==> src/rtl/fdem_pkg.sv <==
// Shared types and constants of the feedback delay echo mixer.
// Holds the item structs, the register index codes and the reset values.
// No dependencies.
package fdem_pkg;

  localparam int unsigned FRAMES_DEFAULT   = 4096;
  localparam int unsigned CHANNELS_DEFAULT = 8;
  localparam int unsigned QUEUE_DEPTH      = 2;

  localparam int unsigned CFG_IDX_W  = 3;
  localparam int unsigned CFG_DATA_W = 16;

  typedef enum logic [CFG_IDX_W-1:0] {
    CFG_CHANNEL_COUNT = 3'd0,
    CFG_RING_FRAMES   = 3'd1,
    CFG_DELAY_FRAMES  = 3'd2,
    CFG_WET_GAIN      = 3'd3,
    CFG_DRY_GAIN      = 3'd4,
    CFG_ECHO_FEEDBACK = 3'd5
  } cfg_reg_e;

  localparam int unsigned RST_CHANNEL_COUNT = 2;
  localparam int unsigned RST_RING_FRAMES   = 4096;
  localparam int unsigned RST_DELAY_FRAMES  = 1024;
  localparam int unsigned RST_WET_GAIN      = 4096;
  localparam int unsigned RST_DRY_GAIN      = 4096;
  localparam int unsigned RST_ECHO_FEEDBACK = 0;

  typedef struct packed {
    logic signed [23:0] dry_sample;
    logic               end_of_block;
  } in_item_t;

  typedef struct packed {
    logic signed [31:0] mixed_sample;
    logic [2:0]         chan_idx;
    logic               block_done;
  } out_item_t;

  typedef struct packed {
    logic signed [15:0] wet;
    logic signed [15:0] dry;
    logic signed [15:0] feedback;
  } gains_t;

endpackage

==> src/rtl/fdem_fifo.sv <==
// Short queue between the front end and the back end.
// Depends on fdem_pkg for its depth.
module fdem_fifo #(
  parameter int unsigned WIDTH = 8,
  localparam int unsigned Depth = fdem_pkg::QUEUE_DEPTH,
  localparam int unsigned PW = (Depth > 1) ? $clog2(Depth) : 1,
  localparam int unsigned CNTW = $clog2(Depth + 1)
) (
  input  logic             clk_i,
  input  logic             rst_ni,
  input  logic             push_i,
  input  logic [WIDTH-1:0] data_i,
  output logic             full_o,
  input  logic             pop_i,
  output logic             valid_o,
  output logic [WIDTH-1:0] data_o
);

  logic [WIDTH-1:0] slot_q [Depth];
  logic [PW-1:0]    wr_ptr_q;
  logic [PW-1:0]    rd_ptr_q;
  logic [CNTW-1:0]  count_q;

  assign full_o  = (count_q == CNTW'(Depth));
  assign valid_o = (count_q != '0);
  assign data_o  = slot_q[rd_ptr_q];

  always_ff @(posedge clk_i or negedge rst_ni) begin
    if (!rst_ni) begin
      wr_ptr_q <= '0;
      rd_ptr_q <= '0;
      count_q  <= '0;
    end else begin
      if (push_i) begin
        wr_ptr_q <= (wr_ptr_q == PW'(Depth - 1)) ? '0 : wr_ptr_q + 1'b1;
      end
      if (pop_i) begin
        rd_ptr_q <= (rd_ptr_q == PW'(Depth - 1)) ? '0 : rd_ptr_q + 1'b1;
      end
      count_q <= count_q + CNTW'(push_i) - CNTW'(pop_i);
    end
  end

  always_ff @(posedge clk_i) begin
    if (push_i) begin
      slot_q[wr_ptr_q] <= data_i;
    end
  end

endmodule

==> config.mk <==
export PLATFORM = sky130hd
export DESIGN_NAME = fdem_fifo
export DESIGN_NICKNAME = d
export VERILOG_FILES = /design/src/rtl/fdem_pkg.sv /design/src/rtl/fdem_fifo.sv
export SDC_FILE = /design/constraint.sdc
export NUM_CORES = 1
export LEC_CHECK = 0
export ABC_AREA = 1
export ABC_CLOCK_PERIOD_IN_PS = 3240
export BUFFER_PORTS_ARGS = -buffer_cell sky130_fd_sc_hd__buf_2
export CAP_MARGIN = 20
export CORE_MARGIN = 5
export CORE_UTILIZATION = 30
export CTS_CLUSTER_DIAMETER = 80
export CTS_CLUSTER_SIZE = 12
export DETAILED_ROUTE_END_ITERATION = 10
export PLACE_DENSITY_LB_ADDON = 0.3
export SYNTH_ARGS = -nofsm -noshare
export SYNTH_HDL_FRONTEND = slang
export SYNTH_SLANG_ARGS = --single-unit
==> constraint.sdc <==
create_clock -name clk_i -period 3.24 [get_ports clk_i]
set_input_delay 0.162 -clock clk_i [delete_from_list [all_inputs] [get_ports clk_i]]
set_output_delay 0.162 -clock clk_i [all_outputs]
set_load 0.005 [all_outputs]
After elaboration in Yosys (flattened, before gate mapping)

Memory sizes are Yosys's and may differ from the RTL's.
Index checks and enable logic that the tools add are counted.

Register bits: 4
RAM bits: 16
Input bits: 12
Memories kept: 1

Add/sub/neg operators: 4
Eq/ne operators: 1
Muxes and demuxes: 4
Reduce and logical (&&, ||, !) cells: 1

Memories:

| memory | words | width | rd ports | clocked after Yosys merged registers in | write ports | line            | RTL |
|---|---|---|---|---|---|---|---|
| slot_q | 2     | 8     | 1        | 0                                       | 1           | fdem_fifo.sv:19 | `logic [WIDTH-1:0] slot_q [Depth];` |

Operator list:

| cell                                        | count |
|---|---|
| 1-bit two-way mux                           | 4 |
| 1-bit adder, second input constant          | 2 |
| 2-bit by 1-bit adder with 2-bit output      | 1 |
| 2-bit equality test, second input constant  | 1 |
| 2-bit nonzero test                          | 1 |
| 2-bit by 1-bit subtractor with 2-bit output | 1 |

Depth between registers and ports, before layout

Depth after elaboration: 2
Gate-level depth with buffers: 7
Gate-level depth less buffers: 7

Least setup slack after synthesis

No wires, ideal clock.

Path type: flip-flop to flip-flop
Start: reg wr_ptr_q
End: mem slot_q[0][0], enable pin
Arrival: 0.773 ns
Data required time: 2.870 ns
Setup slack: 2.097 ns
Cell stages (with the launch flop): 2
Path buffers: 0
Clock period less this slack: 1.143 ns
Cells stage by stage: dfrtp_1 -> nor2_1

RTL lines:

| element                | line            | RTL |
|---|---|---|
| start, declared        | fdem_fifo.sv:20 | `logic [PW-1:0] wr_ptr_q;` |
| start signal, assigned | fdem_fifo.sv:35 | `wr_ptr_q <= (wr_ptr_q == PW'(Depth - 1)) ? '0 : wr_ptr_q + 1'b1;` |
| end, declared          | fdem_fifo.sv:19 |  |

Straight into the memory's write port.

Final worst setup path

Start: reg rd_ptr_q
End: out data_o[6]

Longest elaborated chain between the ends: 1

Ends and longest elaborated chain:

| element                | line            | RTL |
|---|---|---|
| start, declared        | fdem_fifo.sv:21 | `logic [PW-1:0] rd_ptr_q;` |
| start signal, assigned | fdem_fifo.sv:38 | `rd_ptr_q <= (rd_ptr_q == PW'(Depth - 1)) ? '0 : rd_ptr_q + 1'b1;` |
| memory 2 x 8 bit       | --              |  |
| end, declared          | fdem_fifo.sv:16 | `output logic [WIDTH-1:0] data_o` |

Every way passes these cells.

==> results.json <==
{
  "path_max_fanout": 17,
  "finalSetupViolCount": 0,
  "drive_gt1_share_pct": 30.77,
  "critPathRequiredTime_ns": 3.08,
  "grt_usage_pct": 6.922,
  "fin_cells": 122,
  "synthAdderAreaFrac_pct": 3.012,
  "synth_edf_count": 16,
  "leakage_nw": 0.4728,
  "syn_nets": 81,
  "synth_top_family_by_area": "buffers and inverters",
  "crit_path_cell_trace": "o21ai_0 > buf_2",
  "n_antenna_cell": 0,
  "start_util_pct": 30.66,
  "drt-total-wl_mm": 1.315,
  "max_freq_ghz": 0.6644,
  "vias": 496,
  "critPathSlowestCell": "dfrtp_1",
  "clk_pin_slew_ns": 0.11,
  "synth_area_um2": 830.8,
  "power_density_nw_per_um2": 807.1,
  "regArea_um2": 580.6,
  "grt_max_degree": 18,
  "pwr-share-comb_pct": 26.3,
  "end_kind": "primary output",
  "syn2layout_area_growth_pct": 21.08,
  "yosys.area_share.xor_xnor_pct": 2.108,
  "ys_warn_count": 0,
  "timing.final.max_slew_violations": 0,
  "dpl.hpwl_mm": 1.004,
  "ys_seq_area_share_pct": 69.88,
  "grt_pass1_wl_mm": 2.201,
  "async_reset_ff_share_pct": 20.00,
  "slowest_delay_ns": 0.71,
  "ant_nets": 0,
  "status": "finished, final reports clean",
  "ys_top_cells_by_area": "edfxtp_1 58%, dfrtp_1 12%, inv_1 6.8%, nand2_1 6.8%, o21ai_2 3.2%",
  "rsz0062_at_grt": "no",
  "cts-root-buf": "clkbuf_4",
  "grt-ovfl-total": 0,
  "cp.arrival_ns": 1.34,
  "synthTopCellsByCount": "16 x edfxtp_1, 15 x inv_1, 15 x nand2_1",
  "ys_types": 12,
  "die-height_um": 62.63,
  "yosys.area.top_type_share_pct": 57.83,
  "fillers": 276,
  "h-tree-depth": 1,
  "post_cts_buffers": 0,
  "clock_latency_ns": 0.30,
  "worst_pin_slew_ns": 0.6540,
  "cts_buffer_depth": 2,
  "synth.avg_cell_area_um2": 12.40,
  "final_nets": 106,
  "placed_cells": 117,
  "grt_pass1_vias": 515,
  "grt_antenna_before_repair": 0,
  "coreArea_um2": 2710,
  "timing.max_cap.violations": 0,
  "multi_input_area_um2": 162.7,
  "wire_per_inst_um": 10.78,
  "hold_path_class": "in2reg",
  "clkPwrFrac_pct": 24.4,
  "fin_skew_ns": 0.006814,
  "synth_top_area_cell": "edfxtp_1",
  "total_power_mw": 0.8119,
  "cp-start-kind": "register",
  "synth-compound-area-share_pct": 6.175,
  "dpl_cell_area_um2": 943.4,
  "gp_congestion": 0.6151,
  "cts_resized": 0,
  "hold_violations": 0,
  "p_switching_mw": 0.2405,
  "clock_sinks": 20,
  "vias_per_cell": 4.066,
  "critPathKind": "reg2out",
  "cts_buffers": 3,
  "ys_ff_latch": 20,
  "synth.most_common_cell": "edfxtp_1",
  "swShare_pct": 29.62,
  "layout_min_cycle_time_ns": 1.505,
  "drt_iter0_markers": 10,
  "drtPass1Iterations": 2,
  "port-buffer-count": 21,
  "cts_hold_buf": 1,
  "cts_tree": "done",
  "drc": 0,
  "period_share_pct": 46.45,
  "synth_mux_area_share_pct": 0,
  "num_io_pins": 22,
  "dieWidth_um": 62.63,
  "p_int_mw": 0.5715,
  "synth-simple-area-share_pct": 8.283,
  "setup_tns_ns": 0,
  "p_seq_share_pct": 49.3,
  "slew-limit-headroom_pct": 56.24,
  "rows": 19,
  "die_area_um2": 3922,
  "synth_cells": 67,
  "synth_ff_type": "edfxtp_1",
  "peakVddDrop_uv": 512.3,
  "final_area_um2": 1006
}
==> stage by stage <==
| stage | hold WS, ns | setup slack (ns) | util (%) |
|---|---|---|---|
| after floorplan | -0.1336 | 2.097 | - |
| after global placement | -0.02467 | 1.979 | 34.81 |
| after detailed placement | -0.02152 | 1.924 | 34.81 |
| after CTS | 0.03642 | 1.685 | 37.12 |
| after global routing | 0.03252 | 1.543 | 37.12 |
| final | 0.05112 | 1.735 | 37.12 |
==> power groups by stage <==
stage          Clock, mW  Combinational (mW)  Sequential [mW]
2_1_floorplan          0               0.193            0.373
3_3_place_gp           0               0.212            0.406
3_5_place_dp           0               0.219            0.408
4_1_cts            0.206               0.221            0.402
5_1_grt            0.213               0.254            0.413
6_report           0.198               0.213            0.400
==> cell families (layout without fill, tap and decap cells) <==
| group | after synthesis | count (layout) |
|---|---|---|
| AND/OR/NAND/NOR | 18 | 18 |
| adder cells (fa/ha/maj) | 2 | 2 |
| flip-flops | 20 | 20 |
| buffers and inverters | 17 | 41 |
| AO/OA/AOI/OAI | 8 | 8 |
| XOR/XNOR | 2 | 2 |
==> routing by layer <==
layer	up-vias	part of all wire, %	GRT usage, %
li1	260	-	-
met1	218	44	7.378
met2	18	46	12.18
met3	0	10	4.496
met4	0	0	0
met5	-	0	0
==> flip-flops by register name, summed over array words and instances (netlist names) <==
register  flops
count_q       2
rd_ptr_q      1
slot_q       16
wr_ptr_q      1
==> placed cells by master (no fill, tap or decap) <==
master / count
ha_1: 2
bufinv_16: 1
buf_2: 21
o21ai_0: 5
dlygate4sd3_1: 1
nor2_1: 2
inv_1: 15
edfxtp_1: 16
dfrtp_1: 4
o21ai_2: 3
clkbuf_4: 3
nand3_1: 1
nand2_1: 15
xor2_1: 2
==> critical path, delay by kind of cell (launching register included) <==
kind,cells,cell delay (ns)
buf+inv,1,0.16
compound gates,1,0.18
flops,1,0.71
==> path summary, 6_finish.rpt <==
| path | from | endpoint | slack, ns | cells after the start |
|---|---|---|---|---|
| worst max-delay path | rd_ptr_q | data_o[6] | 1.73 | 2 |
| worst min-delay path | data_i[5] | slot_q[1][5] | 0.05 | 1 |
| worst max register to register | wr_ptr_q | slot_q[0][0] | 1.94 | 1 |
| worst min register to register | wr_ptr_q | wr_ptr_q | 0.50 | 1 |
| max in group asynchronous | rst_ni | wr_ptr_q | 2.93 | 2 |
| min in group asynchronous | rst_ni | count_q[0] | 0.19 | 2 |
==> layout make-up <==
class                   count  area share [%]
clock buffers               3           2.239
clock inverters             1           2.985
inverters                  15           5.597
multi-input cells          30           16.17
flip-flops and latches     20           57.71
well taps                  31           3.856
repair buffers             22           11.44
(Power assumes the default switching activity.)
