### src/rtl/fdem_pkg.sv
// Shared types and constants of the feedback delay echo mixer.
// Holds the item structs, the register index codes and the reset values.
// No dependencies.
package fdem_pkg;

  localparam int unsigned FRAMES_DEFAULT   = 4096;
  localparam int unsigned CHANNELS_DEFAULT = 8;
  localparam int unsigned QUEUE_DEPTH      = 2;

  localparam int unsigned CFG_IDX_W  = 3;
  localparam int unsigned CFG_DATA_W = 16;

  typedef enum logic [CFG_IDX_W-1:0] {
    CFG_CHANNEL_COUNT = 3'd0,
    CFG_RING_FRAMES   = 3'd1,
    CFG_DELAY_FRAMES  = 3'd2,
    CFG_WET_GAIN      = 3'd3,
    CFG_DRY_GAIN      = 3'd4,
    CFG_ECHO_FEEDBACK = 3'd5
  } cfg_reg_e;

  localparam int unsigned RST_CHANNEL_COUNT = 2;
  localparam int unsigned RST_RING_FRAMES   = 4096;
  localparam int unsigned RST_DELAY_FRAMES  = 1024;
  localparam int unsigned RST_WET_GAIN      = 4096;
  localparam int unsigned RST_DRY_GAIN      = 4096;
  localparam int unsigned RST_ECHO_FEEDBACK = 0;

  typedef struct packed {
    logic signed [23:0] dry_sample;
    logic               end_of_block;
  } in_item_t;

  typedef struct packed {
    logic signed [31:0] mixed_sample;
    logic [2:0]         chan_idx;
    logic               block_done;
  } out_item_t;

  typedef struct packed {
    logic signed [15:0] wet;
    logic signed [15:0] dry;
    logic signed [15:0] feedback;
  } gains_t;

endpackage

### src/rtl/fdem_rem_unit.sv
// Bit-serial restoring remainder unit, one dividend bit per cycle.
// Used by the front end to wrap ring positions; depends on nothing else.
module fdem_rem_unit #(
  parameter int unsigned DW = 12,
  parameter int unsigned RW = 13,
  localparam int unsigned CNTW = $clog2(DW + 1)
) (
  input  logic          clk_i,
  input  logic          rst_ni,
  input  logic          start_i,
  input  logic [DW-1:0] dividend_i,
  input  logic [RW-1:0] divisor_i,
  output logic          done_o,
  output logic [RW-1:0] rem_o
);

  logic            run_q;
  logic            done_q;
  logic [CNTW-1:0] cnt_q;
  logic [DW-1:0]   num_q;
  logic [RW-1:0]   div_q;
  logic [RW-1:0]   part_q;
  logic [RW:0]     shifted;
  logic [RW:0]     diff;
  logic            ge;

  always_comb begin
    shifted = {part_q, num_q[DW-1]};
    ge      = shifted >= {1'b0, div_q};
    diff    = shifted - {1'b0, div_q};
  end

  always_ff @(posedge clk_i or negedge rst_ni) begin
    if (!rst_ni) begin
      run_q  <= 1'b0;
      done_q <= 1'b0;
      cnt_q  <= '0;
    end else begin
      done_q <= 1'b0;
      if (start_i) begin
        run_q <= 1'b1;
        cnt_q <= CNTW'(DW);
      end else if (run_q) begin
        cnt_q <= cnt_q - 1'b1;
        if (cnt_q == CNTW'(1)) begin
          run_q  <= 1'b0;
          done_q <= 1'b1;
        end
      end
    end
  end

  always_ff @(posedge clk_i) begin
    if (start_i) begin
      num_q  <= dividend_i;
      div_q  <= divisor_i;
      part_q <= '0;
    end else if (run_q) begin
      num_q  <= num_q << 1;
      // The partial remainder stays below the divisor, so it fits RW bits.
      part_q <= ge ? RW'(diff) : RW'(shifted);
    end
  end

  assign done_o = done_q;
  assign rem_o  = part_q;

endmodule

### src/rtl/fdem_front.sv
// Front end: accepts sample beats, tracks channel and ring positions, and
// holds the configuration registers. Depends on fdem_pkg and fdem_rem_unit.
module fdem_front #(
  parameter int unsigned MAX_FRAMES   = fdem_pkg::FRAMES_DEFAULT,
  parameter int unsigned MAX_CHANNELS = fdem_pkg::CHANNELS_DEFAULT,
  localparam int unsigned CW = (MAX_CHANNELS > 1) ? $clog2(MAX_CHANNELS) : 1,
  localparam int unsigned AW = $clog2(MAX_FRAMES * MAX_CHANNELS)
) (
  input  logic                                clk_i,
  input  logic                                rst_ni,
  input  logic                                in_valid_i,
  output logic                                in_ready_o,
  input  fdem_pkg::in_item_t                  in_data_i,
  input  logic                                cfg_valid_i,
  output logic                                cfg_ready_o,
  input  logic [fdem_pkg::CFG_IDX_W-1:0]      cfg_index_i,
  input  logic [fdem_pkg::CFG_DATA_W-1:0]     cfg_data_i,
  input  logic                                init_done_i,
  input  logic                                queue_full_i,
  output logic                                push_o,
  output logic signed [23:0]                  op_x_o,
  output logic                                op_eob_o,
  output logic [CW-1:0]                       op_ch_o,
  output logic [AW-1:0]                       op_ra_o,
  output logic [AW-1:0]                       op_wa_o,
  output fdem_pkg::gains_t                    gains_o
);

  localparam int unsigned FIW = $clog2(MAX_FRAMES);
  localparam int unsigned RW  = FIW + 1;
  localparam int unsigned DW  = (FIW > 12) ? FIW : 12;
  localparam int unsigned ECW = $clog2(MAX_CHANNELS + 1);
  localparam int unsigned RstRing =
    (MAX_FRAMES < fdem_pkg::RST_RING_FRAMES) ? MAX_FRAMES : fdem_pkg::RST_RING_FRAMES;
  localparam int unsigned RstWi = fdem_pkg::RST_DELAY_FRAMES % RstRing;

  typedef enum logic [1:0] {
    CF_IDLE,
    CF_RING_RD,
    CF_RING_WR,
    CF_DELAY
  } cfg_state_e;

  cfg_state_e       state_q;
  logic             start_q;
  logic [3:0]       cnt_q;
  logic [12:0]      ring_q;
  logic [11:0]      delay_q;
  fdem_pkg::gains_t gains_q;
  logic [FIW-1:0]   ri_q;
  logic [FIW-1:0]   wi_q;
  logic [CW-1:0]    ch_q;

  logic [ECW-1:0]   eff_ch;
  logic [RW-1:0]    eff_ring;
  logic             last_ch;
  logic [RW-1:0]    ri_inc;
  logic [RW-1:0]    wi_inc;
  logic [FIW-1:0]   ri_next;
  logic [FIW-1:0]   wi_next;
  logic [DW-1:0]    rem_dividend;
  logic             rem_done;
  logic [RW-1:0]    rem;
  logic [RW-1:0]    place_sum;
  logic [FIW-1:0]   place_wi;

  always_comb begin
    if (cnt_q == '0) begin
      eff_ch = ECW'(1);
    end else if (32'(cnt_q) > MAX_CHANNELS) begin
      eff_ch = ECW'(MAX_CHANNELS);
    end else begin
      eff_ch = ECW'(cnt_q);
    end
    if (ring_q == '0) begin
      eff_ring = RW'(1);
    end else if (32'(ring_q) > MAX_FRAMES) begin
      eff_ring = RW'(MAX_FRAMES);
    end else begin
      eff_ring = RW'(ring_q);
    end
    // A counter left beyond a shrunk channel count also ends the frame.
    last_ch   = (32'(ch_q) + 32'd1) >= 32'(eff_ch);
    ri_inc    = RW'(ri_q) + RW'(1);
    wi_inc    = RW'(wi_q) + RW'(1);
    ri_next   = (ri_inc >= eff_ring) ? '0 : FIW'(ri_inc);
    wi_next   = (wi_inc >= eff_ring) ? '0 : FIW'(wi_inc);
    place_sum = RW'(ri_q) + rem;
    place_wi  = (place_sum >= eff_ring) ? FIW'(place_sum - eff_ring) : FIW'(place_sum);
    unique case (state_q)
      CF_RING_RD: rem_dividend = DW'(ri_q);
      CF_RING_WR: rem_dividend = DW'(wi_q);
      CF_DELAY:   rem_dividend = DW'(delay_q);
      CF_IDLE:    rem_dividend = '0;
    endcase
  end

  fdem_rem_unit #(
    .DW(DW),
    .RW(RW)
  ) u_rem (
    .clk_i     (clk_i),
    .rst_ni    (rst_ni),
    .start_i   (start_q),
    .dividend_i(rem_dividend),
    .divisor_i (eff_ring),
    .done_o    (rem_done),
    .rem_o     (rem)
  );

  assign cfg_ready_o = (state_q == CF_IDLE);
  assign in_ready_o  = (state_q == CF_IDLE) && init_done_i && !queue_full_i;
  assign push_o      = in_valid_i && in_ready_o;

  assign op_x_o   = in_data_i.dry_sample;
  assign op_eob_o = in_data_i.end_of_block;
  assign op_ch_o  = ch_q;
  assign op_ra_o  = AW'(ri_q) * AW'(MAX_CHANNELS) + AW'(ch_q);
  assign op_wa_o  = AW'(wi_q) * AW'(MAX_CHANNELS) + AW'(ch_q);
  assign gains_o  = gains_q;

  always_ff @(posedge clk_i or negedge rst_ni) begin
    if (!rst_ni) begin
      state_q          <= CF_IDLE;
      start_q          <= 1'b0;
      cnt_q            <= 4'(fdem_pkg::RST_CHANNEL_COUNT);
      ring_q           <= 13'(fdem_pkg::RST_RING_FRAMES);
      delay_q          <= 12'(fdem_pkg::RST_DELAY_FRAMES);
      gains_q.wet      <= 16'(fdem_pkg::RST_WET_GAIN);
      gains_q.dry      <= 16'(fdem_pkg::RST_DRY_GAIN);
      gains_q.feedback <= 16'(fdem_pkg::RST_ECHO_FEEDBACK);
      ri_q             <= '0;
      wi_q             <= FIW'(RstWi);
      ch_q             <= '0;
    end else begin
      start_q <= 1'b0;
      unique case (state_q)
        CF_IDLE: begin
          if (push_o) begin
            if (last_ch) begin
              ch_q <= '0;
              ri_q <= ri_next;
              wi_q <= wi_next;
            end else begin
              ch_q <= ch_q + 1'b1;
            end
          end
          if (cfg_valid_i) begin
            unique case (cfg_index_i)
              fdem_pkg::CFG_CHANNEL_COUNT: cnt_q <= cfg_data_i[3:0];
              fdem_pkg::CFG_RING_FRAMES: begin
                ring_q  <= cfg_data_i[12:0];
                state_q <= CF_RING_RD;
                start_q <= 1'b1;
              end
              fdem_pkg::CFG_DELAY_FRAMES: begin
                delay_q <= cfg_data_i[11:0];
                state_q <= CF_DELAY;
                start_q <= 1'b1;
              end
              fdem_pkg::CFG_WET_GAIN:      gains_q.wet      <= cfg_data_i;
              fdem_pkg::CFG_DRY_GAIN:      gains_q.dry      <= cfg_data_i;
              fdem_pkg::CFG_ECHO_FEEDBACK: gains_q.feedback <= cfg_data_i;
              default: ;
            endcase
          end
        end
        CF_RING_RD: begin
          if (rem_done) begin
            ri_q    <= FIW'(rem);
            state_q <= CF_RING_WR;
            start_q <= 1'b1;
          end
        end
        CF_RING_WR: begin
          if (rem_done) begin
            wi_q    <= FIW'(rem);
            state_q <= CF_IDLE;
          end
        end
        CF_DELAY: begin
          // The read position is already reduced, so one wrap suffices.
          if (rem_done) begin
            wi_q    <= place_wi;
            state_q <= CF_IDLE;
          end
        end
      endcase
    end
  end

  a_no_beat_while_busy: assert property (@(posedge clk_i) disable iff (!rst_ni)
    state_q != CF_IDLE |-> !in_ready_o)
    else $error("sample beat possible during a position update");

  a_positions_wrapped: assert property (@(posedge clk_i) disable iff (!rst_ni)
    (state_q == CF_IDLE && $past(state_q) != CF_IDLE)
      |-> (RW'(ri_q) < eff_ring && RW'(wi_q) < eff_ring))
    else $error("ring positions outside the ring after a register write");

  a_frame_wrap: assert property (@(posedge clk_i) disable iff (!rst_ni)
    (push_o && last_ch && !cfg_valid_i) |=> ch_q == '0)
    else $error("channel counter did not return to zero at the end of a frame");

endmodule

### config.mk
export PLATFORM = sky130hd
export DESIGN_NAME = fdem_front
export DESIGN_NICKNAME = d
export VERILOG_FILES = /design/src/rtl/fdem_pkg.sv /design/src/rtl/fdem_rem_unit.sv /design/src/rtl/fdem_front.sv
export SDC_FILE = /design/constraint.sdc
export NUM_CORES = 1
export LEC_CHECK = 0
export BUFFER_PORTS_ARGS = -buffer_cell sky130_fd_sc_hd__buf_2
export CAP_MARGIN = 0
export CELL_PAD_IN_SITES_DETAIL_PLACEMENT = 1
export CELL_PAD_IN_SITES_GLOBAL_PLACEMENT = 2
export CORE_UTILIZATION = 35
export CTS_BUF_LIST = sky130_fd_sc_hd__clkbuf_16
export DETAILED_ROUTE_END_ITERATION = 10
export PLACE_DENSITY_LB_ADDON = 0.1
export SLEW_MARGIN = 25
export SYNTH_ARGS = -nofsm -noshare
export SYNTH_HDL_FRONTEND = slang
export SYNTH_SLANG_ARGS = --single-unit
### constraint.sdc
create_clock -name clk_i -period 4.28 [get_ports clk_i]
set_clock_uncertainty 0.05 [all_clocks]
set_input_delay 0.214 -clock clk_i [delete_from_list [all_inputs] [get_ports clk_i]]
set_output_delay 0.214 -clock clk_i [all_outputs]
set_load 0.01 [all_outputs]
======== After elaboration in Yosys (flattened, before gate mapping) ========
Index checks and enable logic that the tools add are counted.
Widths: inputs -> output; s select.
word-level totals
  register bits ........................... 151
  output and inout bits ................... 109
operators by class
  add/sub/neg operators ................... 10
  reductions and logical operators ........ 23
  equal/unequal tests ..................... 17
  mux-type cells .......................... 37
  order comparisons ....................... 7
operators with widths
  kind                   count
  $mux 12                11
  $pmux 12 s4            1
  $ge 13x13->1           3
  $mux 13                3
  $pmux 12 s3            1
  $add 15x3->15          2
  $add 12x1->13 const B  2
  $pmux 12 s2            1
  $reduce_and 3->1       6
  $mux 4                 4
  $ge 14x13->1           1
  $add 12x13->13         1
  $gt 13x13->1 const B   1
  $logic_not 13->1       1
  $sub 13x13->13         1
  $ne 2x1->1 const B     6
  $sub 12x12->12         1
  $mux 1                 9
  $reduce_and 4->1       2
  $eq 3x2->1 const B     2
  $eq 3x3->1 const B     2
  $mux 2                 3
  $pmux 2 s3             1
  $reduce_and 5->1       1
  23 further kinds       28

======== Depth between registers and ports, before layout ========
Gate-level depths: netlist of run 1.
  depth in word-level cells ............... 8
  depth in mapped cells ................... 18

======== Hierarchy ========
A second synthesis of run 1 with hierarchy kept.
unflattened totals
  cells, all modules ...................... 1000
  area, all modules ....................... 9811.9 µm²
by module, submodules not included
  module         instances  cells an instance  area each (µm²)
  fdem_front     1          759                7317.0
  fdem_rem_unit  1          241                2494.9

======== Least setup slack after synthesis of run 1 ========
Ideal clock, no wire load.
  kind .................................... register to register
  from .................................... reg ri_q[4]
  to ...................................... reg wi_q[4]
  stages on the path, launching flop included .. 16
  setup slack ............................. 0.332 ns
  data required time ...................... 4.100 ns
  data arrival time ....................... 3.768 ns
  library setup time ...................... 0.130 ns
  path buffers ............................ 0
  path through ............................ dfrtp_1 -> ha_1 -> or3_1 -> or2_0 -> o221a_2 -> o31a_1 -> o21a_1 -> nor2_1 -> xnor2_1 -> ha_1 -> nand4_1 -> or2_2 -> o211ai_4 -> mux2_4 -> a222oi_1 -> a21oi_1
on the way
  longest elaborated chain between the ends .. 5
ends and longest elaborated chain
  item                                                   line               text
  start, declared                                        fdem_front.sv:50   logic [FIW-1:0] ri_q;
  start signal, assigned                                 fdem_front.sv:142  ri_q <= ri_next;
  start signal, assigned                                 fdem_front.sv:170  ri_q <= FIW'(rem);
  $add 12x13->13 *                                       fdem_front.sv:88   place_sum = RW'(ri_q) + rem;
  $sub 12x12->12 / $ge 13x13->1 (equally long branches)  fdem_front.sv:89   place_wi = (place_sum >= eff_ring) ? FIW'(place_sum - eff_ring) : FIW'(place_sum);
  $mux 12 *                                              fdem_front.sv:89
  $mux 12 *                                              fdem_front.sv:183  if (rem_done) begin
  $pmux 12 s3 *                                          fdem_front.sv:137  unique case (state_q)
  end signal, assigned                                   fdem_front.sv:133  wi_q <= FIW'(RstWi);
  end signal, assigned                                   fdem_front.sv:143  wi_q <= wi_next;
  end signal, assigned                                   fdem_front.sv:184  wi_q <= place_wi;
  end, declared                                          fdem_front.sv:51   logic [FIW-1:0] wi_q;
Every way passes the cells marked *; elsewhere a longest branch is shown, timed or not. The select of a mux whose other input is x is not followed.
A chain may end at the register's enable or synchronous reset.

======== Worst setup path after layout of run 1 ========
  from .................................... reg ri_q[5]
  to ...................................... reg wi_q[2]
on the way
  longest elaborated chain between the ends .. 5
ends and longest elaborated chain
  item            line
  $add 12x13->13  fdem_front.sv:88
  $ge 13x13->1    fdem_front.sv:89
  $mux 12         fdem_front.sv:89
  $mux 12         fdem_front.sv:183
  $pmux 12 s3     fdem_front.sv:137
Every way passes these cells. The select of a mux whose other input is x is not followed.

==> summary.md, run 1 <==
| Metric | Value |
|---|---|
| # DRC | `0` |
| Core area | `27250 µm²` |
| Setup violators final | `0` |
| Final Slew Violations | `0` |
| Die ar. | `28720 µm²` |
| R2r endpoint | `wi_q[2]` |
| Clock root buffer | `clkbuf_16` |
| Via density | `5.338` |
| Rows | `60` |
| Sequential cell area fraction in the yosys report | `39.18%` |
| Crit Reg-Reg Startpoint | `ri_q[5]` |
| Tcrit/Tclk final | `95.49%` |
| Slowest stage delay, CP | `0.40 ns` |
| GRT Total Usage | `23.28%` |
| CP Launch Type | `flip-flop` |
| Area leader, netlist | `dfrtp_1` |
| Iteration-0 DRC count of the detailed router | `342` |
| Port bufs | `108` |
| Number of antenna violations at the first check in global routing | `1` |
| Max-cap violations | `0` |
| Status | `finished clean` |
| Die Ht | `169.5 µm` |
| Worst path arrival time | `4.33 ns` |
| Crit Path Max Fanout | `7` |
| Kind of end point of the critical path | `flip-flop` |
| CTS tree | `yes` |
| Most used DFF post-synth | `dfrtp_1` |
| Proportion of layout cells with a drive suffix above 1 | `29.60%` |
| Post-Synthesis Cell Area | `9816 µm²` |
| Worst path slowest cell | `or3_4` |
| Final nets | `1201` |
| GRT Residual Overflow | `0` |
| Slew @ Worst Pin | `0.8368 ns` |
| Yosys warnings | `0` |
| H-tree depth | `4` |
| Setup slack, reg-to-reg | `0.19 ns` |
| Top cell by count, worst path | `ha_1` |
| EDFF count, synth | `25` |
| CP startpoint | `ri_q[5]` |
| Final core utilization | `42.29%` |
| Number of global-route vias before repair | `8039` |
| Gate Count Post-Synth | `958` |
| CP cell instances | `ha_1 -> or3_4 -> or2_0 -> o221a_2 -> o31a_1 -> o21a_1 -> nor2_1 -> xnor2_1 -> ha_1 -> nand4_1 -> or2_2 -> o211ai_4 -> mux2_2 -> a221oi_1 -> o21ai_0` |
| FF+latch count, synth | `151` |
| Most common cell in the synthesized netlist | `dfrtp_1` |
| Vias | `7799` |
| Clk_lat worst skew | `0.44 ns` |
| Clock buffer depth | `2` |
| Pre-antenna DRT Iters | `4` |
| Global-route wire length before repair | `49650 µm` |
| Post-route minimum period | `4.087 ns` |
| CTS sink cnt | `151` |
| Post-synth ARST share | `74.83%` |
| Hold/Removal Path Class | `input pin to flip-flop` |
| Top cells by area, synth | `dfrtp_1, mux2_2, ha_1` |
| Post-DP HPWL | `24680 µm` |
| Largest net degree at the start of global routing | `51` |
| Average wire per standard cell | `21.94 µm` |
| Data required time at the worst endpoint | `4.52 ns` |
| Post-placement cell area | `10800 µm²` |
| Layout area overhead | `17.41%` |
| Num CTS Buffers | `17` |
| Final Hold Fails | `0` |
| Hold slack | `0.02783 ns` |
| Initial Util | `36.02%` |
| Setup CP Type | `flip-flop to flip-flop` |
| R2r worst-path depth | `15` |
| Fillers | `3074` |
| Avg Cell Area, Syn | `10.25 µm²` |
| Yosys cell types | `93` |
| Finished Cell Area | `11520 µm²` |
| Total wire length | `32060 µm` |
| Most common library cells after synthesis | `dfrtp_1, mux2_2, ha_1` |
| GPL Wtd Cong | `0.8533` |
| Peak Freq | `0.2447 GHz` |
| CP Capture Point | `wi_q[2]` |
| Boundary Pins | `159` |
| Clock transition at path regs | `0.08 ns` |
| Setup TNS | `0 ns` |
| Area share of the leading cell type in the synthesized netlist | `27.28%` |
| Routed Antenna Nets | `0` |
| Rel. slew slack | `44.22%` |
| Syn Nets | `1084` |
| Chip Width | `169.5 µm` |
-- registers in the layout (all words and copies together), names as in the netlist --
register and count:
cnt_q 4, delay_q 12, gains_o 48, op_ch_o 3, ri_q 12, ring_q 13
start_q 1, state_q 2, u_rem.cnt_q 4, u_rem.div_q 13, u_rem.done_o 1, u_rem.num_q 12
u_rem.rem_o 13, u_rem.run_q 1, wi_q 12
-- worst max-delay path, delay by kind of cell, from the launching register on --
family / cells / cell delay (ns)
adder cells (fa/ha/maj): 2 / 0.60
flip-flops: 1 / 0.38
multiplexers: 1 / 0.38
AO/OA/AOI/OAI: 6 / 1.18
XOR/XNOR: 1 / 0.08
AND/OR/NAND/NOR: 5 / 1.27
-- timing repair --
| action | 4_1_cts | 5_1_grt |
|---|---|---|
| buffers inserted | 0 | 3 |
| endpoints found under the setup margin | 0 | 5 |
| hold buffers | 5 | 0 |
| gates resized for setup | 0 | 7 |
| endpoints found under the hold margin | 55 | 0 |
-- per-layer routing --
| layer | global-route usage [%] | vias to the layer above | part of all wire, % |
|---|---|---|---|
| li1 | - | 3702 | - |
| met1 | 30.93 | 3902 | 47 |
| met2 | 38.02 | 153 | 46 |
| met3 | 3.941 | 42 | 4.0 |
| met4 | 8.461 | 0 | 2.9 |
| met5 | 0 | - | 0 |
-- layout make-up --
class | count | area [µm²] | area share (%)
antenna | 1 | 2.502 | 0.02171
inverter | 53 | 198.9 | 1.726
clock inverter | 15 | 191.4 | 1.661
clock buffer | 17 | 425.4 | 3.691
sequential | 151 | 3846 | 33.37
multi-input combinational | 682 | 5374 | 46.63
tap | 372 | 465.4 | 4.039
timing repair buffer | 170 | 1021 | 8.859
-- through the flow --
step | std cells | worst slack, ns
final | 1461 | 0.1930
after global routing | 1460 | -0.03014
after CTS | 1457 | 0.04380
after detailed placement | 1420 | 0.07884
after global placement | 1420 | 0.1762
after floorplan | 958 | 0.3317
-- worst min-delay path by stage --
stage                  startpoint         end  cells after the start
floorplan                  rst_ni    cnt_q[0]                      0
global placement           rst_ni    cnt_q[0]                      1
detailed placement         rst_ni    cnt_q[0]                      1
CTS                 cfg_data_i[5]  delay_q[5]                      2
global route        cfg_data_i[5]  delay_q[5]                      2
finish              cfg_data_i[5]  delay_q[5]                      2
-- logic make-up after synthesis --
| kind of cell | after synthesis | synth area share, % |
|---|---|---|
| AOI/OAI and AO/OA | 220 | 16.06 |
| DFF | 151 | 39.18 |
| adders and majority gates | 76 | 9.917 |
| buffers and inverters | 125 | 6.424 |
| xor gates and xnor gates | 45 | 4.015 |
| muxes | 104 | 11.83 |
| and+or+nand+nor | 237 | 12.57 |
-- cell usage in the layout (no fill, tap or decap), types with 7 or more instances in the layout --
cell,instances
dfrtp_1,107
buf_2,107
mux2_2,91
ha_1,71
nor2_1,65
buf_4,58
inv_1,53
nand2_1,52
a21oi_1,49
o21ai_0,32
xnor2_1,30
edfxtp_1,25
nand3_1,22
and3_1,21
clkbuf_16,17
nor2b_1,16
xor2_1,15
a21o_1,14
o21a_1,13
dfxtp_1,13
a22oi_1,12
a211oi_1,12
mux2i_1,11
nor3_1,10
nand2b_1,9
o211ai_1,9
a31oi_1,7
Power of run 1 is left out: the tool's default activity adds up to more than one toggle a clock period on the data nets, which glitch-free logic cannot reach.
==> run 2, diff against run 1 <==
--- a/config.mk
+++ b/config.mk
@@ -7,12 +7,9 @@
 export LEC_CHECK = 0
 export BUFFER_PORTS_ARGS = -buffer_cell sky130_fd_sc_hd__buf_2
 export CAP_MARGIN = 0
-export CELL_PAD_IN_SITES_DETAIL_PLACEMENT = 1
-export CELL_PAD_IN_SITES_GLOBAL_PLACEMENT = 2
 export CORE_UTILIZATION = 35
 export CTS_BUF_LIST = sky130_fd_sc_hd__clkbuf_16
 export DETAILED_ROUTE_END_ITERATION = 10
-export PLACE_DENSITY_LB_ADDON = 0.1
 export SLEW_MARGIN = 25
 export SYNTH_ARGS = -nofsm -noshare
 export SYNTH_HDL_FRONTEND = slang
==> summary.md, run 2 (synthesis results as in run 1) <==
| Metric | Value |
|---|---|
| Number of global-route vias before repair | `7487 (-6.9%)` |
| Global-route wire length before repair | `42460 µm (-14%)` |
| Hold/Removal Path Class | `input pin to flip-flop` |
| Chip Width | `169.5 µm (unchanged)` |
| Setup slack, reg-to-reg | `0.21 ns (+0.02 ns)` |
| CP Launch Type | `flip-flop` |
| Via density | `5.381 (+0.80%)` |
| Die Ht | `169.5 µm (unchanged)` |
| Pre-CTS WS | `0.1675 ns (+0.08866 ns)` |
| Max-cap violations | `0 (unchanged)` |
| Final nets | `1182 (-1.6%)` |
| R2r endpoint | `wi_q[6]` |
| Register area | `3849 µm² (about the same)` |
| Proportion of layout cells with a drive suffix above 1 | `28.44% (-1.2 points)` |
| Die ar. | `28720 µm² (unchanged)` |
| Num CTS Buffers | `17 (unchanged)` |
| Average wire per standard cell | `18.65 µm (-15%)` |
| Clock buffer depth | `2 (unchanged)` |
| # DRC | `0 (unchanged)` |
| Crit Path Max Fanout | `8 (+1)` |
| Rows | `60 (unchanged)` |
| Data required time at the worst endpoint | `4.52 ns (about the same)` |
| Final Slew Violations | `0 (unchanged)` |
| GRT Residual Overflow | `0 (unchanged)` |
| Crit Reg-Reg Startpoint | `ri_q[5]` |
| Setup TNS | `0 ns (unchanged)` |
| Iteration-0 DRC count of the detailed router | `410 (+20%)` |
| Port bufs | `108 (unchanged)` |
| Finished Cell Area | `11300 µm² (-2.0%)` |
| Fillers | `2692 (-12%)` |
| R2r worst-path depth | `15 (unchanged)` |
| Setup CP Type | `flip-flop to flip-flop` |
| Worst path arrival time | `4.31 ns (-0.02 ns)` |
| Total wire length | `26870 µm (-16%)` |
| Kind of end point of the critical path | `flip-flop` |
| Initial Util | `36.02% (unchanged)` |
| CP startpoint | `ri_q[5]` |
| Vias | `7754 (-0.58%)` |
| Commonest cells after routing, fill and taps aside | `buf_2, dfrtp_1, mux2_2` |
| Post-placement cell area | `10650 µm² (-1.4%)` |
| Antenna diode instance count | `0 (-1)` |
| Boundary Pins | `159 (unchanged)` |
| Largest net degree at the start of global routing | `51 (unchanged)` |
| Most common cell after layout, fill and taps aside | `buf_2` |
| Clock transition at path regs | `0.07 ns (about the same)` |
| Slew @ Worst Pin | `0.9213 ns (+0.08451 ns)` |
| Final setup margin | `0.2124 ns (+0.01944 ns)` |
| GPL Wtd Cong | `0.8973 (+5.2%)` |
| Core area | `27250 µm² (unchanged)` |
| Number of antenna violations at the first check in global routing | `0 (-1)` |
| Peak Freq | `0.2458 GHz (+0.48%)` |
| Post-DP HPWL | `20370 µm (-17%)` |
| Pre-antenna DRT Iters | `5 (+1)` |
| Status | `finished clean` |
| Multi-input gate area | `5384 µm² (+0.19%)` |
| Clk_lat worst skew | `0.43 ns (about the same)` |
| H-tree depth | `4 (unchanged)` |
| Final Hold Fails | `0 (unchanged)` |
| Post-route minimum period | `4.068 ns (-0.01944 ns)` |
| Setup violators final | `0 (unchanged)` |
| Routed Antenna Nets | `0 (unchanged)` |
| GRT Total Usage | `19.27% (-4.0 points)` |
| Clock root buffer | `clkbuf_16` |
| Tcrit/Tclk final | `95.04% (-0.45 points)` |
| CP Capture Point | `wi_q[6]` |
| CTS sink cnt | `151 (unchanged)` |
| Final core utilization | `41.46% (-0.83 points)` |
| CTS tree | `yes` |
| Rel. slew slack | `38.58% (-5.6 points)` |
| Layout area overhead | `15.12%` |
| Max reg flops | `48 (unchanged)` |
run 2: layout make-up:
class                      instances  share of cell area (%)
clock inverter                    15                  0.8969
timing repair buffer             151                   7.751
clock buffer                      17                   3.765
sequential                       151                   34.06
inverter                          53                   1.761
tap                              372                   4.119
multi-input combinational        682                   47.65
run 2: repair_timing:
action,4_1_cts,5_1_grt
setup endpoints to repair,0,5
hold buffers,4,0
buffers inserted,0,4
hold endpoints to repair,51,0
resized for setup,0,11
run 2: per-layer routing:
metal	routed length, µm	track usage [%]	vias to the layer above
met4	437	5.758	0
met2	12480	31.10	254
li1	-	-	3670
met3	1728	3.708	37
met1	12230	26.09	3793
met5	0	0	-
run 2: worst max-delay path: stages (launching register included):
cell and delay (ns):
dfrtp_1 0.38, ha_1 0.26, or3_1 0.42, or2_0 0.25, o221a_2 0.26, o31a_1 0.27, o21a_1 0.17, nor2_1 0.11
xnor2_1 0.09, ha_1 0.34, nand4_1 0.12, or2_2 0.34, o211ai_4 0.15, mux2_2 0.37, a221oi_1 0.25, o21ai_0 0.11
run 2: worst min path at each step:
| stage | from | end | cells after the start |
|---|---|---|---|
| after global placement | rst_ni | gains_o[34] | 1 |
| after global routing | cfg_data_i[12] | gains_o[44] | 2 |
| after floorplan | rst_ni | cnt_q[0] | 0 |
| final | cfg_data_i[12] | gains_o[28] | 2 |
| after CTS | cfg_data_i[12] | gains_o[28] | 2 |
| after detailed placement | rst_ni | gains_o[34] | 1 |
run 2: metrics by stage:
step	hold slack, ns	std cells
5_1_grt	0.01944	1441
3_5_place_dp	0.1957	1400
6_report	0.02035	1441
2_1_floorplan	-0.1316	958
4_1_cts	0.008205	1436
3_3_place_gp	0.1969	1400
Power of run 2 is left out for the same reason.
==> run 3, diff against run 2 <==
==> constraint.sdc (replaced) <==
create_clock -name clk_i -period 3.7 [get_ports clk_i]
set_clock_uncertainty 0.05 [all_clocks]
set_input_delay 0.185 -clock clk_i [delete_from_list [all_inputs] [get_ports clk_i]]
set_output_delay 0.185 -clock clk_i [all_outputs]
set_load 0.01 [all_outputs]
==> summary.md, run 3 (synthesis results as in run 1) <==
| Metric | Value |
|---|---|
| Status | `complete, but fails checks` |
| Failing checks | `negative setup slack` |
| Post-DP HPWL | `21620 µm (+6.1%)` |
| Largest net degree at the start of global routing | `71 (+39%)` |
| Via density | `5.278 (-1.9%)` |
| Final setup margin | `-0.1924 ns (-0.4049 ns)` |
| Setup CP Type | `flip-flop to flip-flop` |
| GRT Total Usage | `20.51% (+1.2 points)` |
| Setup slack, reg-to-reg | `-0.19 ns (-0.40 ns)` |
| GRT Residual Overflow | `0 (unchanged)` |
| H-tree depth | `4 (unchanged)` |
| Boundary Pins | `159 (unchanged)` |
| Max-cap violations | `0 (unchanged)` |
| HP Start | `cfg_data_i[4]` |
| # DRC | `0 (unchanged)` |
| CTS sink cnt | `151 (unchanged)` |
| Vias | `7938 (+2.4%)` |
| Chip Width | `169.5 µm (unchanged)` |
| Final Slew Violations | `0 (unchanged)` |
| Port bufs | `108 (unchanged)` |
| Peak Freq | `0.2569 GHz (+4.5%)` |
| Rows | `60 (unchanged)` |
| Commonest cells after routing, fill and taps aside | `buf_2, dfrtp_1, buf_4` |
| Clk_lat worst skew | `0.43 ns (about the same)` |
| Final Hold Fails | `0 (unchanged)` |
| CP Launch Type | `flip-flop` |
| Clock transition at path regs | `0.07 ns (about the same)` |
| Slew @ Worst Pin | `0.8864 ns (-0.03488 ns)` |
| Die ar. | `28720 µm² (unchanged)` |
| Finished Cell Area | `11950 µm² (+5.7%)` |
| Pre-antenna DRT Iters | `5 (unchanged)` |
| Post-route minimum period | `3.892 ns (-0.1751 ns)` |
| Tcrit/Tclk final | `105.2% (+10 points)` |
| Number of antenna violations at the first check in global routing | `0 (unchanged)` |
| Clock buffer depth | `2 (unchanged)` |
| Most common cell after layout, fill and taps aside | `buf_2` |
| Core area | `27250 µm² (unchanged)` |
| Max reg flops | `48 (unchanged)` |
| Iteration-0 DRC count of the detailed router | `461 (+12%)` |
| Global-route wire length before repair | `45080 µm (+6.2%)` |
| Kind of end point of the critical path | `flip-flop` |
| Placed cells | `1464 (+4.6%)` |
| Layout area overhead | `21.70%` |
| Setup violators final | `9 (+9)` |
| Number of global-route vias before repair | `7888 (+5.4%)` |
| Fillers | `2622 (-2.6%)` |
| Average wire per standard cell | `18.91 µm (+1.4%)` |
| Hold Crit Depth | `2 (unchanged)` |
| Crit Path Max Fanout | `7 (-1)` |
| Proportion of layout cells with a drive suffix above 1 | `33.66% (+5.2 points)` |
| Routed Antenna Nets | `0 (unchanged)` |
| Hold/Removal Path Class | `input pin to flip-flop` |
| Clock root buffer | `clkbuf_16` |
| R2r endpoint | `wi_q[4]` |
| Num CTS Buffers | `17 (unchanged)` |
| GPL Wtd Cong | `0.9286 (+3.5%)` |
| Total wire length | `28440 µm (+5.9%)` |
| R2r worst-path depth | `14 (-1)` |
| Antenna diode instance count | `0 (unchanged)` |
| Die Ht | `169.5 µm (unchanged)` |
| Worst path arrival time | `4.15 ns (-0.16 ns)` |
| CTS tree | `yes` |
| Initial Util | `36.02% (unchanged)` |
| Post-placement cell area | `11190 µm² (+5.1%)` |
| Crit Reg-Reg Startpoint | `ri_q[5]` |
| WHS Endpoint | `ring_q[4]` |
| Final nets | `1245 (+5.3%)` |
| Data required time at the worst endpoint | `3.95 ns (-0.57 ns)` |
| Rel. slew slack | `40.91% (+2.3 points)` |
| Fin cells | `1504 (+4.4%)` |
| RSZ-0062 raised after global routing | `true` |
-- run 3: repair_timing --
item,in CTS,in global routing
resized for setup,9,12
pin swaps,4,7
hold endpoints to repair,79,0
hold buffers,7,0
endpoints found under the setup margin,7,12
buffers inserted,0,1
-- run 3: final cells by class --
| class | count | area, µm² | share of cell area [%] |
|---|---|---|---|
| Multi-Input combinational cell | 682 | 5453 | 45.65 |
| Sequential cell | 151 | 3851 | 32.24 |
| Timing Repair Buffer | 214 | 1373 | 11.49 |
| Tap cell | 372 | 465.4 | 3.897 |
| Clock buffer | 17 | 425.4 | 3.561 |
| Inverter | 53 | 198.9 | 1.665 |
| Clock inverter | 15 | 178.9 | 1.498 |
-- run 3: worst max-delay path: stages (launching register included) --
cell      delay (ns)
dfrtp_2         0.43
ha_4            0.17
or3_4           0.36
or2_4           0.26
o221a_2         0.25
o31a_1          0.26
a31oi_2         0.20
ha_1            0.29
a21o_1          0.18
a211o_1         0.26
o22ai_2         0.16
o211ai_4        0.17
mux2_4          0.33
a222oi_1        0.29
a21oi_1         0.10
-- run 3: worst max path at each step --
| stage | end | slack, ns | cells past startpoint | from |
|---|---|---|---|---|
| after CTS | wi_q[4] | -0.17 | 15 | ri_q[4] |
| after global routing | wi_q[4] | -0.37 | 16 | ri_q[0] |
| after detailed placement | wi_q[2] | -0.19 | 15 | ri_q[4] |
| after global placement | wi_q[6] | -0.15 | 15 | ri_q[4] |
| after floorplan | wi_q[2] | -0.12 | 15 | ri_q[4] |
| final | wi_q[4] | -0.19 | 14 | ri_q[5] |
-- run 3: per-layer routing --
layer	vias to the layer above	wire [µm]	GRT usage, %
met2	245	13040	32.76
li1	3795	-	-
met1	3861	13260	27.92
met4	0	580	6.345
met3	37	1558	4.011
met5	-	0	0
-- run 3: metrics by stage --
step	setup WS, ns	util [%]	TNS [ns]	hold slack [ns]
finish	-0.1924	43.83	-0.9471	0.007180
global route	-0.3691	43.83	-2.553	0.009831
CTS	-0.1700	43.65	-0.7239	0.005065
detailed placement	-0.1879	41.07	-0.8649	0.3155
global placement	-0.1470	41.07	-0.5419	0.3134
floorplan	-0.1162	-	-0.3365	-0.1606
Power of run 3 is left out for the same reason.
